===== config.mk =====
export PLATFORM = sky130hd
export DESIGN_NAME = odometry_imu_dead_reckoning_flat
export DESIGN_NICKNAME = d
export VERILOG_FILES = /design/src/rtl/odr_pkg.sv /design/src/rtl/odr_if.sv /design/src/rtl/odometry_imu_dead_reckoning.sv /design/src/rtl/odr_cordic.sv /design/src/rtl/odr_mul.sv /design/src/flat_wrapper.sv
export SDC_FILE = /design/constraint.sdc
export NUM_CORES = 2
export LEC_CHECK = 0
export CORE_MARGIN = 2
export CORE_UTILIZATION = 45
export DETAILED_ROUTE_END_ITERATION = 6
export DONT_BUFFER_PORTS = 1
export GPL_TIMING_DRIVEN = 0
export SYNTH_ARGS = -nofsm -noshare
export SYNTH_HDL_FRONTEND = slang
export SYNTH_SLANG_ARGS = --single-unit

===== constraint.sdc =====
create_clock -name clock -period 13.33 [get_ports clock]
set_clock_uncertainty 0.15 [all_clocks]
set_input_delay 1.333 -clock clock [delete_from_list [all_inputs] [get_ports clock]]
set_output_delay 1.333 -clock clock [all_outputs]
set_load 0.01 [all_outputs]

===== src/rtl/odr_pkg.sv =====
package odr_pkg;

   localparam int CORDIC_STEPS = 16;
   localparam int ATAN_ENTRIES = 24;
   localparam int CORDIC_ITERS = (CORDIC_STEPS > ATAN_ENTRIES) ? ATAN_ENTRIES : CORDIC_STEPS;
   localparam int ITER_W       = $clog2(CORDIC_ITERS + 1);
   localparam int ATAN_IDX_W   = $clog2(ATAN_ENTRIES);

   typedef logic signed [15:0] angle_type;
   typedef logic signed [31:0] q30_type;
   typedef logic signed [31:0] dist_type;
   typedef logic signed [47:0] pos_type;
   typedef logic        [15:0] thresh_type;

   localparam q30_type   CORDIC_GAIN   = 32'sd652032874;
   localparam thresh_type THRESH_RESET = 16'd655;

   // arctangent of 2^-i in units of a 32-bit binary angle
   function automatic q30_type atan_val(input logic [ATAN_IDX_W-1:0] idx);
      q30_type v;
      case (idx)
         5'd0:    v = 32'sd536870912;
         5'd1:    v = 32'sd316933406;
         5'd2:    v = 32'sd167458907;
         5'd3:    v = 32'sd85004756;
         5'd4:    v = 32'sd42667331;
         5'd5:    v = 32'sd21354465;
         5'd6:    v = 32'sd10679838;
         5'd7:    v = 32'sd5340245;
         5'd8:    v = 32'sd2670163;
         5'd9:    v = 32'sd1335087;
         5'd10:   v = 32'sd667544;
         5'd11:   v = 32'sd333772;
         5'd12:   v = 32'sd166886;
         5'd13:   v = 32'sd83443;
         5'd14:   v = 32'sd41722;
         5'd15:   v = 32'sd20861;
         5'd16:   v = 32'sd10430;
         5'd17:   v = 32'sd5215;
         5'd18:   v = 32'sd2608;
         5'd19:   v = 32'sd1304;
         5'd20:   v = 32'sd652;
         5'd21:   v = 32'sd326;
         5'd22:   v = 32'sd163;
         5'd23:   v = 32'sd81;
         default: v = '0;
      endcase
      return v;
   endfunction

   typedef enum logic [8:0] {
      S_IDLE  = 9'b000000001,
      S_HEAD  = 9'b000000010,
      S_PITCH = 9'b000000100,
      S_R11   = 9'b000001000,
      S_R21   = 9'b000010000,
      S_PX    = 9'b000100000,
      S_PY    = 9'b001000000,
      S_PZ    = 9'b010000000,
      S_ZACC  = 9'b100000000
   } state_type;

endpackage


===== src/rtl/odr_if.sv =====
interface odr_req_if;
   logic                    valid;
   logic                    ready;
   logic                    imu_valid;
   logic signed [15:0]      yaw_raw;
   logic signed [15:0]      pitch_angle;
   logic signed [31:0]      travelled;
   logic signed [31:0]      speed;

   modport source (output valid, imu_valid, yaw_raw, pitch_angle, travelled, speed,
                   input ready);
   modport sink   (input valid, imu_valid, yaw_raw, pitch_angle, travelled, speed,
                   output ready);
endinterface

interface odr_rsp_if;
   logic                    valid;
   logic                    ready;
   logic signed [47:0]      pos_x;
   logic signed [47:0]      pos_y;
   logic signed [47:0]      pos_z;
   logic signed [15:0]      heading;

   modport source (output valid, pos_x, pos_y, pos_z, heading, input ready);
   modport sink   (input valid, pos_x, pos_y, pos_z, heading, output ready);
endinterface


===== src/rtl/odometry_imu_dead_reckoning.sv =====
// 3D dead reckoning from odometry distance and IMU yaw/pitch. Each valid beat
// after the first gives one position beat (x, y, z in Q32.16, wrapping) plus the
// drift-corrected heading. Beats with imu_valid low are consumed and change
// nothing; the first valid beat latches the yaw origin and distance. A producing
// beat is accepted, then makes the heading and pitch passes through the single
// iterative CORDIC (one rotation a cycle, 16 rotations), then uses the shared
// 32x32 multiplier and the three accumulators. req is ready only while the
// sequencer is idle; a finished result sits in its own output register, so the
// next beat may enter while it waits; the last step holds while it is unread.
module odometry_imu_dead_reckoning (
   input  logic                clock,
   input  logic                reset,
   input  logic                csr_we,
   input  odr_pkg::thresh_type csr_wdata,
   odr_req_if.sink             req_bus,
   odr_rsp_if.source           rsp_bus
);
   import odr_pkg::*;

   state_type   state_ff, state_in;
   thresh_type  thr_ff;
   logic        started_ff, started_in;
   angle_type   origin_ff, origin_in, yaw_prev_ff, yaw_prev_in, drift_ff, drift_in;
   angle_type   head_ff, head_in, pitch_ff, pitch_in;
   dist_type    dist_prev_ff, dist_prev_in, dist_ff, dist_in;
   q30_type     ch_ff, ch_in, sh_ff, sh_in, cp_ff, cp_in, sp_ff, sp_in;
   q30_type     r11_ff, r11_in, r21_ff, r21_in;
   pos_type     x_ff, x_in, y_ff, y_in, z_ff, z_in;
   pos_type     rsp_x_ff, rsp_x_in, rsp_y_ff, rsp_y_in, rsp_z_ff, rsp_z_in;
   angle_type   rsp_head_ff, rsp_head_in;
   logic        rsp_valid_ff, rsp_valid_in;

   logic        req_beat;
   logic [31:0] spd_mag;
   angle_type   drift_new, head_new;
   logic        cord_start, cord_busy;
   angle_type   cord_angle;
   q30_type     cord_cos, cord_sin;
   logic        mul_en;
   q30_type     mul_a, mul_b;
   logic signed [63:0] prod;
   pos_type     inc;

   assign req_beat = req_bus.valid && req_bus.ready;
   // -2^31 maps to 2^31 in unsigned form
   assign spd_mag  = req_bus.speed[31] ? 32'(-req_bus.speed) : 32'(req_bus.speed);
   assign drift_new = (spd_mag < {16'd0, thr_ff})
                      ? drift_ff + req_bus.yaw_raw - yaw_prev_ff : drift_ff;
   assign head_new = req_bus.yaw_raw - origin_ff - drift_new;
   assign inc      = {{14{prod[63]}}, prod[63:30]};

   odr_cordic u_cordic (
      .clock (clock),
      .reset (reset),
      .start (cord_start),
      .angle (cord_angle),
      .busy  (cord_busy),
      .cos_q (cord_cos),
      .sin_q (cord_sin)
   );

   odr_mul u_mul (
      .clock  (clock),
      .enable (mul_en),
      .op_a   (mul_a),
      .op_b   (mul_b),
      .prod   (prod)
   );

   always_comb begin
      state_in     = state_ff;
      started_in   = started_ff;
      origin_in    = origin_ff;
      yaw_prev_in  = yaw_prev_ff;
      drift_in     = drift_ff;
      head_in      = head_ff;
      pitch_in     = pitch_ff;
      dist_prev_in = dist_prev_ff;
      dist_in      = dist_ff;
      ch_in        = ch_ff;
      sh_in        = sh_ff;
      cp_in        = cp_ff;
      sp_in        = sp_ff;
      r11_in       = r11_ff;
      r21_in       = r21_ff;
      x_in         = x_ff;
      y_in         = y_ff;
      z_in         = z_ff;
      rsp_x_in     = rsp_x_ff;
      rsp_y_in     = rsp_y_ff;
      rsp_z_in     = rsp_z_ff;
      rsp_head_in  = rsp_head_ff;
      rsp_valid_in = rsp_valid_ff && !rsp_bus.ready;
      cord_start   = 1'b0;
      cord_angle   = pitch_ff;
      mul_en       = 1'b0;
      mul_a        = dist_ff;
      mul_b        = sp_ff;

      unique case (state_ff)
         S_IDLE: begin
            if (req_beat && req_bus.imu_valid) begin
               dist_prev_in = req_bus.travelled;
               yaw_prev_in  = req_bus.yaw_raw;
               if (!started_ff) begin
                  origin_in  = req_bus.yaw_raw;
                  started_in = 1'b1;
               end else begin
                  drift_in   = drift_new;
                  head_in    = head_new;
                  pitch_in   = req_bus.pitch_angle;
                  dist_in    = req_bus.travelled - dist_prev_ff;
                  cord_start = 1'b1;
                  cord_angle = head_new;
                  state_in   = S_HEAD;
               end
            end
         end
         S_HEAD: begin
            if (!cord_busy) begin
               ch_in      = cord_cos;
               sh_in      = cord_sin;
               cord_start = 1'b1;
               state_in   = S_PITCH;
            end
         end
         S_PITCH: begin
            if (!cord_busy) begin
               cp_in    = cord_cos;
               sp_in    = cord_sin;
               state_in = S_R11;
            end
         end
         // multiplier result lands one state after its operands
         S_R11: begin
            mul_en   = 1'b1;
            mul_a    = ch_ff;
            mul_b    = cp_ff;
            state_in = S_R21;
         end
         S_R21: begin
            mul_en   = 1'b1;
            mul_a    = sh_ff;
            mul_b    = cp_ff;
            r11_in   = prod[61:30];
            state_in = S_PX;
         end
         S_PX: begin
            mul_en   = 1'b1;
            mul_a    = dist_ff;
            mul_b    = r11_ff;
            r21_in   = prod[61:30];
            state_in = S_PY;
         end
         S_PY: begin
            mul_en   = 1'b1;
            mul_a    = dist_ff;
            mul_b    = r21_ff;
            x_in     = x_ff + inc;
            state_in = S_PZ;
         end
         S_PZ: begin
            mul_en   = 1'b1;
            mul_a    = dist_ff;
            mul_b    = sp_ff;
            y_in     = y_ff + inc;
            state_in = S_ZACC;
         end
         S_ZACC: begin
            if (!rsp_valid_ff || rsp_bus.ready) begin
               z_in         = z_ff - inc;
               rsp_x_in     = x_ff;
               rsp_y_in     = y_ff;
               rsp_z_in     = z_ff - inc;
               rsp_head_in  = head_ff;
               rsp_valid_in = 1'b1;
               state_in     = S_IDLE;
            end
         end
         default: state_in = S_IDLE;
      endcase
   end

   always_ff @(posedge clock) begin
      if (reset) begin
         state_ff     <= S_IDLE;
         thr_ff       <= THRESH_RESET;
         started_ff   <= 1'b0;
         origin_ff    <= '0;
         yaw_prev_ff  <= '0;
         drift_ff     <= '0;
         dist_prev_ff <= '0;
         x_ff         <= '0;
         y_ff         <= '0;
         z_ff         <= '0;
         rsp_valid_ff <= 1'b0;
      end else begin
         state_ff     <= state_in;
         if (csr_we) begin
            thr_ff <= csr_wdata;
         end
         started_ff   <= started_in;
         origin_ff    <= origin_in;
         yaw_prev_ff  <= yaw_prev_in;
         drift_ff     <= drift_in;
         dist_prev_ff <= dist_prev_in;
         x_ff         <= x_in;
         y_ff         <= y_in;
         z_ff         <= z_in;
         rsp_valid_ff <= rsp_valid_in;
      end
      head_ff     <= head_in;
      pitch_ff    <= pitch_in;
      dist_ff     <= dist_in;
      ch_ff       <= ch_in;
      sh_ff       <= sh_in;
      cp_ff       <= cp_in;
      sp_ff       <= sp_in;
      r11_ff      <= r11_in;
      r21_ff      <= r21_in;
      rsp_x_ff    <= rsp_x_in;
      rsp_y_ff    <= rsp_y_in;
      rsp_z_ff    <= rsp_z_in;
      rsp_head_ff <= rsp_head_in;
   end

   assign req_bus.ready   = (state_ff == S_IDLE);
   assign rsp_bus.valid   = rsp_valid_ff;
   assign rsp_bus.pos_x   = rsp_x_ff;
   assign rsp_bus.pos_y   = rsp_y_ff;
   assign rsp_bus.pos_z   = rsp_z_ff;
   assign rsp_bus.heading = rsp_head_ff;

   a_work_starts: assert property (@(posedge clock) disable iff (reset)
      req_beat && req_bus.imu_valid && started_ff |=> state_ff == S_HEAD)
      else $error("valid beat after start did not launch the heading pass");
   a_invalid_noop: assert property (@(posedge clock) disable iff (reset)
      req_beat && !req_bus.imu_valid |=> $stable(started_ff) && $stable(drift_ff)
                                         && $stable(dist_prev_ff))
      else $error("invalid IMU beat changed state");
   a_cordic_free: assert property (@(posedge clock) disable iff (reset)
      cord_start |-> !cord_busy)
      else $error("CORDIC restarted while busy");
   a_result_out: assert property (@(posedge clock) disable iff (reset)
      state_ff == S_ZACC && (!rsp_valid_ff || rsp_bus.ready) |=> rsp_valid_ff
      && state_ff == S_IDLE)
      else $error("finished item did not reach the output register");

endmodule


===== src/rtl/odr_cordic.sv =====
module odr_cordic (
   input  logic                clock,
   input  logic                reset,
   input  logic                start,
   input  odr_pkg::angle_type  angle,
   output logic                busy,
   output odr_pkg::q30_type    cos_q,
   output odr_pkg::q30_type    sin_q
);
   import odr_pkg::*;

   q30_type              x_ff, x_in, y_ff, y_in, z_ff, z_in;
   logic [ITER_W-1:0]    cnt_ff, cnt_in;
   logic                 busy_ff, busy_in;
   logic                 flip_ff, flip_in;
   logic signed [16:0]   ang_ext, ang_red;
   q30_type              x_sh, y_sh, at;

   assign ang_ext = {angle[15], angle};
   assign x_sh    = x_ff >>> cnt_ff;
   assign y_sh    = y_ff >>> cnt_ff;
   assign at      = atan_val(ATAN_IDX_W'(cnt_ff));

   always_comb begin
      x_in    = x_ff;
      y_in    = y_ff;
      z_in    = z_ff;
      cnt_in  = cnt_ff;
      busy_in = busy_ff;
      flip_in = flip_ff;
      ang_red = ang_ext;
      if (start) begin
         // fold into +-quarter turn, negate results at the end
         flip_in = 1'b0;
         if (ang_ext > 17'sd16384) begin
            ang_red = ang_ext - 17'sd32768;
            flip_in = 1'b1;
         end else if (ang_ext < -17'sd16384) begin
            ang_red = ang_ext + 17'sd32768;
            flip_in = 1'b1;
         end
         x_in    = CORDIC_GAIN;
         y_in    = '0;
         z_in    = {ang_red[15:0], 16'd0};
         cnt_in  = '0;
         busy_in = 1'b1;
      end else if (busy_ff) begin
         if (!z_ff[31]) begin
            x_in = x_ff - y_sh;
            y_in = y_ff + x_sh;
            z_in = z_ff - at;
         end else begin
            x_in = x_ff + y_sh;
            y_in = y_ff - x_sh;
            z_in = z_ff + at;
         end
         cnt_in = cnt_ff + 1'b1;
         if (cnt_ff == ITER_W'(CORDIC_ITERS - 1)) begin
            busy_in = 1'b0;
         end
      end
   end

   always_ff @(posedge clock) begin
      if (reset) begin
         busy_ff <= 1'b0;
         cnt_ff  <= '0;
      end else begin
         busy_ff <= busy_in;
         cnt_ff  <= cnt_in;
      end
      x_ff    <= x_in;
      y_ff    <= y_in;
      z_ff    <= z_in;
      flip_ff <= flip_in;
   end

   assign busy  = busy_ff;
   assign cos_q = flip_ff ? -x_ff : x_ff;
   assign sin_q = flip_ff ? -y_ff : y_ff;

   a_count_idle: assert property (@(posedge clock) disable iff (reset)
      !busy_ff && !start |=> $stable(cnt_ff))
      else $error("iteration counter moved while idle");
   a_start_clears: assert property (@(posedge clock) disable iff (reset)
      start |=> busy_ff && cnt_ff == '0)
      else $error("start did not arm the rotation loop");
   a_finish: assert property (@(posedge clock) disable iff (reset)
      busy_ff && !start && cnt_ff == ITER_W'(CORDIC_ITERS - 1) |=> !busy_ff)
      else $error("rotation loop overran");

endmodule


===== src/rtl/odr_mul.sv =====
module odr_mul (
   input  logic                 clock,
   input  logic                 enable,
   input  odr_pkg::q30_type     op_a,
   input  odr_pkg::q30_type     op_b,
   output logic signed [63:0]   prod
);
   import odr_pkg::*;

   logic signed [63:0] prod_ff, prod_in;

   assign prod_in = op_a * op_b;

   always_ff @(posedge clock) begin
      if (enable) begin
         prod_ff <= prod_in;
      end
   end

   assign prod = prod_ff;

endmodule


===== src/flat_wrapper.sv =====
// flat-port wrapper written by rule: the top's interface ports become plain ports
module odometry_imu_dead_reckoning_flat import odr_pkg::*;
  (clock, reset, csr_we, csr_wdata, req_bus_valid, req_bus_imu_valid, req_bus_yaw_raw, req_bus_pitch_angle, req_bus_travelled, req_bus_speed, req_bus_ready, rsp_bus_valid, rsp_bus_pos_x, rsp_bus_pos_y, rsp_bus_pos_z, rsp_bus_heading, rsp_bus_ready);
  odr_req_if req_bus_i ();
  odr_rsp_if rsp_bus_i ();
  input  logic clock;
  input  logic reset;
  input  logic csr_we;
  input  odr_pkg::thresh_type csr_wdata;
  input wire logic [$bits(req_bus_i.valid)-1:0] req_bus_valid;
  input wire logic [$bits(req_bus_i.imu_valid)-1:0] req_bus_imu_valid;
  input wire logic [$bits(req_bus_i.yaw_raw)-1:0] req_bus_yaw_raw;
  input wire logic [$bits(req_bus_i.pitch_angle)-1:0] req_bus_pitch_angle;
  input wire logic [$bits(req_bus_i.travelled)-1:0] req_bus_travelled;
  input wire logic [$bits(req_bus_i.speed)-1:0] req_bus_speed;
  output wire logic [$bits(req_bus_i.ready)-1:0] req_bus_ready;
  output wire logic [$bits(rsp_bus_i.valid)-1:0] rsp_bus_valid;
  output wire logic [$bits(rsp_bus_i.pos_x)-1:0] rsp_bus_pos_x;
  output wire logic [$bits(rsp_bus_i.pos_y)-1:0] rsp_bus_pos_y;
  output wire logic [$bits(rsp_bus_i.pos_z)-1:0] rsp_bus_pos_z;
  output wire logic [$bits(rsp_bus_i.heading)-1:0] rsp_bus_heading;
  input wire logic [$bits(rsp_bus_i.ready)-1:0] rsp_bus_ready;
  assign req_bus_i.valid = req_bus_valid;
  assign req_bus_i.imu_valid = req_bus_imu_valid;
  assign req_bus_i.yaw_raw = req_bus_yaw_raw;
  assign req_bus_i.pitch_angle = req_bus_pitch_angle;
  assign req_bus_i.travelled = req_bus_travelled;
  assign req_bus_i.speed = req_bus_speed;
  assign req_bus_ready = req_bus_i.ready;
  assign rsp_bus_valid = rsp_bus_i.valid;
  assign rsp_bus_pos_x = rsp_bus_i.pos_x;
  assign rsp_bus_pos_y = rsp_bus_i.pos_y;
  assign rsp_bus_pos_z = rsp_bus_i.pos_z;
  assign rsp_bus_heading = rsp_bus_i.heading;
  assign rsp_bus_i.ready = rsp_bus_ready;
  odometry_imu_dead_reckoning u_core (.clock(clock), .reset(reset), .csr_we(csr_we), .csr_wdata(csr_wdata), .req_bus(req_bus_i), .rsp_bus(rsp_bus_i));
endmodule

==> summary by stage <==
Power
Overall power consumption after layout is estimated at 20.6 mW. For this design the ratio of total power to cell area is 213 nW/um^2. The switching share of total power is 0.493. Of the total power, registers draw 0.172. The total leakage power is approximately 42 nW. Across the VDD grid, the largest voltage drop is 0.402 mV. The share of total power dissipated in the clock network is 0.140.

The switching power total is 10.1 mW. Of the total power, combinational logic draws 0.688. The total internal power is 10.4 mW.

Placed design
Including well taps, the total number of placed cells is around 12000. The detailed placement HPWL is 296000 um. At the end of routability-driven placement, the weighted congestion stood at 1.09.

The cell area after placement is 93000 um^2. At the placement stage, the worst setup path has a slack of -1310 ps. The count of input and output buffers is 0.

Yosys
Of the total synthesized cell area, the portion taken by full adders, half adders and majority gates is 0.325. The number of different library cells in the post-synthesis netlist is 104. The library cell occupying the most area in the post-synthesis netlist is sky130_fd_sc_hd__fa_1. Synthesis produced 9574 cells. The main flop type after synthesis is sky130_fd_sc_hd__edfxtp_1.

Of the total synthesized cell area, the portion taken by XOR and XNOR cells is 0.0469. Of the total synthesized cell area, the portion taken by AND, OR, NAND and NOR gates is 0.140. Of the post-synthesis cell area, the dominant cell type holds 0.253. By area the synthesized netlist is led by sky130_fd_sc_hd__fa_1 (25%), sky130_fd_sc_hd__edfxtp_1 (16%), sky130_fd_sc_hd__dfxtp_1 (8.3%), sky130_fd_sc_hd__ha_1 (7.2%), sky130_fd_sc_hd__inv_1 (5.3%). In this run the cell area of the synthesized design comes to 88400 um^2. The fraction of the mapped netlist area in compound gates was 0.138. The total nets after synthesis is roughly 11000. The number of synthesized flops with an enable pin is 467. Of the post-synthesis cell area, the part taken by muxes is 0.0319.

After synthesis, the mean cell area works out to a little over 9 um^2. The proportion of synthesized chip area in sequential cells is 0.242. Yosys printed 0 warnings. The share of synthesized registers carrying an async set or reset is 0. The largest family of logic cells by synthesized area is adder cells. The number of storage elements in the synthesis netlist is roughly 830.

Job
Max-cap violations in this run came to 0.

Worst setup path
Data arrives at the worst endpoint at 13420 ps. On the worst path, the slowest cell contributes a delay of ~720 ps. The kind of critical path is flop to flop. For the worst setup path, the data required time is 13680 ps. In this run the worst path has a maximum fanout of 10. The startpoint kind of the worst setup timing path is a flop. In this design, the critical path's most frequently occurring cell is sky130_fd_sc_hd__fa_1. The slowest stage of the critical path is the sky130_fd_sc_hd__or4b_2 cell. The type of element capturing the critical path is a flop.

Floorplanning
The number of primary I/O pins is 280. The die boundary height is 447 um. The initial utilization of the core area, before any placement, comes to 0.453. The floorplan step defined a die boundary enclosing around 200000 um^2. The floorplan has 162 rows.

The horizontal die dimension is roughly 450 um. In this run the standard cell core region covers 195000 um^2.

Cells and area
Of the cells placed in the final design, the portion with a size suffix greater than 1 is 0.0582. Compared with the post-synthesis result, the final layout area differs by 9.42%. Leaving out fill and tap cells, the most frequent cell in the layout is sky130_fd_sc_hd__inv_1.

The final non-filler cell area is 96800 um^2. For this run, the post-layout net count is 11500. The number of standard cells in the layout, taps in and fillers out is 12500. In the layout the commonest cells are sky130_fd_sc_hd__inv_1 (1258), sky130_fd_sc_hd__nand2_1 (1172), sky130_fd_sc_hd__fa_1 (1116).

STA
The final period utilization is 0.981. The number of slew-limit violations in the final report is 0. For the pin with the worst max-slew slack, the measured transition is 1450 ps.

The number of hold-slack violations in the final timing report is 0. For the final routed database, the setup TNS stands at 0 ps. Setup violations remaining at the end of the flow were counted as 0.

The worst-case headroom to the max-slew limit is 0.0349. The highest achievable clock rate is 76.5 MHz. The post-route worst setup slack is 257 ps.

The smallest clock period supported by the final layout is computed as 13070 ps.

GRT
The number of global-route vias before repair is between 70000 and 80000. The initial antenna violation count was 24. The global-route wire length before repair is 519000 um.

The total global-route track usage is 0.360. After global routing the overflow that remains totals 0. The largest net degree at the start of global routing is 66.

Clock network
The longest clock path from root to sink contains 3 buffers. The number of H-tree levels is 3. After clock tree synthesis, the clock-pin slew on the worst setup and hold paths is 60 ps. At the later pin of the worst-skew pair, clock insertion delay measures 760 ps. Clock tree synthesis found a total of 834 sinks.

The number of hold-repair buffers added at the cts stage is 0. The clock buffer count from CTS is 96. The cell sitting at the root of the clock tree is a sky130_fd_sc_hd__clkbuf_16. The clock tree from TritonCTS is yes.

Status
The final reports fail on DRC. The run finished, with violations left.

Min path
The kind of path behind the tightest hold check is flop to flop.

Detailed routing
The detailed-route DRC error count is 1. The final route contains 75600 vias. The aggregate routed wire length is 362000 um. After detailed routing, the average wire length per cell comes to 29.1 um. In the routed layout, each cell is associated on average with a via count of 6.06. The number of DRC markers after the initial detailed-route iteration is around 8400. The pre-antenna-repair detailed-routing pass consisted of 7 iterations. The number of nets with antenna violations after detailed routing is 0.
## critical path, delay by kind of cell (launching register included)
kind	cells	cell delay, ps
DFF	1	310
adders and majority gates	9	4690
AOI/OAI and AO/OA	9	3190
buffers and inverters	5	2010
xor gates and xnor gates	1	280
and+or+nand+nor	5	2160
## Yosys cell counts, drive strengths merged (24+ instances only)
cell type,n
nor2b,53
xnor2,317
a31oi,69
nand4,68
a22oi,24
nand2,1173
inv,1263
o211ai,50
fa,1118
a21oi,565
or3,38
mux4,53
and3,49
or2,39
xor2,154
a21o,206
and2,66
a221oi,73
o21ai,295
nor3,124
a221o,61
nand3,113
dfxtp,367
or4,26
o21a,66
nor4,31
o31ai,38
o22ai,37
clkbuf,428
mux2,47
nand2b,70
o21bai,45
edfxtp,467
a211oi,71
ha,508
nor2,909
a22o,44
buf,67
mux2i,108
## logic make-up (layout without fill, tap and decap cells)
family	count (synthesis)	in the layout
and+or+nand+nor	2828	2828
AOI/OAI and AO/OA	1846	1846
buffers and inverters	1760	2001
adders and majority gates	1626	1626
DFF	834	834
xor gates and xnor gates	472	472
muxes	208	208
other	0	22
## final cells by class
cell class	instances	area (um^2)
fillers	18500	98200
clock buffers	118	2540
flip-flops and latches	834	21400
repair buffers	75	936
diodes	22	55.1
well taps	2624	3280
clock inverters	62	856
inverters	1265	4750
plain buffers	481	2060
multi-input cells	6980	60900
## path summary, 6_finish.rpt
check | cells after the start | slack [ps] | startpoint | endpoint
worst max-delay path | 29 | 260 | u_core.state_ff[5]$_SDFFE_PP0P_ | u_core.u_mul.prod[63]$_DFFE_PP_
worst min-delay path | 0 | 270 | u_core.head_ff[1]$_DFFE_PP_ | u_core.rsp_bus.heading[1]$_DFFE_PP_
worst max register to register | 29 | 260 | u_core.state_ff[5]$_SDFFE_PP0P_ | u_core.u_mul.prod[63]$_DFFE_PP_
worst min register to register | 0 | 270 | u_core.head_ff[1]$_DFFE_PP_ | u_core.rsp_bus.heading[1]$_DFFE_PP_
## routing by layer
layer | global-route usage | vias to the layer above | share of wire | routed length, um
li1 | - | 32400 | - | -
met1 | 0.463 | 38000 | 0.39 | 142000
met2 | 0.551 | 4199 | 0.44 | 158000
met3 | 0.0995 | 971 | 0.11 | 39000
met4 | 0.193 | 10 | 0.064 | 23100
met5 | 0 | - | 0.00019 | 69
## registers in the layout, summed over array words and instances (netlist names), 34 cells and up
name / flops
u_core.rsp_bus.pos_y: 48
u_core.rsp_bus.pos_x: 48
u_core.rsp_bus.pos_z: 48
u_core.z_ff: 48
u_core.x_ff: 48
u_core.y_ff: 48
u_core.u_mul.prod: 34
## power groups by stage
stage          clock (mW)  combinational (mW)  sequential [mW]
2_1_floorplan           0                9.65             3.48
3_3_place_gp            0                13.5             3.57
3_5_place_dp            0                13.7             3.58
4_1_cts              2.91                13.9             3.52
5_1_grt              3.01                15.5             3.54
6_report             2.88                14.1             3.53
## through the flow
stage,utilization,hold WS (ps)
floorplan,-,250
global placement,0.470,253
detailed placement,0.477,255
CTS,0.495,269
global route,0.496,273
finish,0.496,270
## what timing repair did
action | 4_1_cts | 5_1_grt
gates cloned | 0 | 0
setup buffers | 0 | 5
gates resized for setup | 37 | 108
setup endpoints to repair | 23 | 11
pin swaps | 0 | 1
Power figures use the tool's default switching activity.
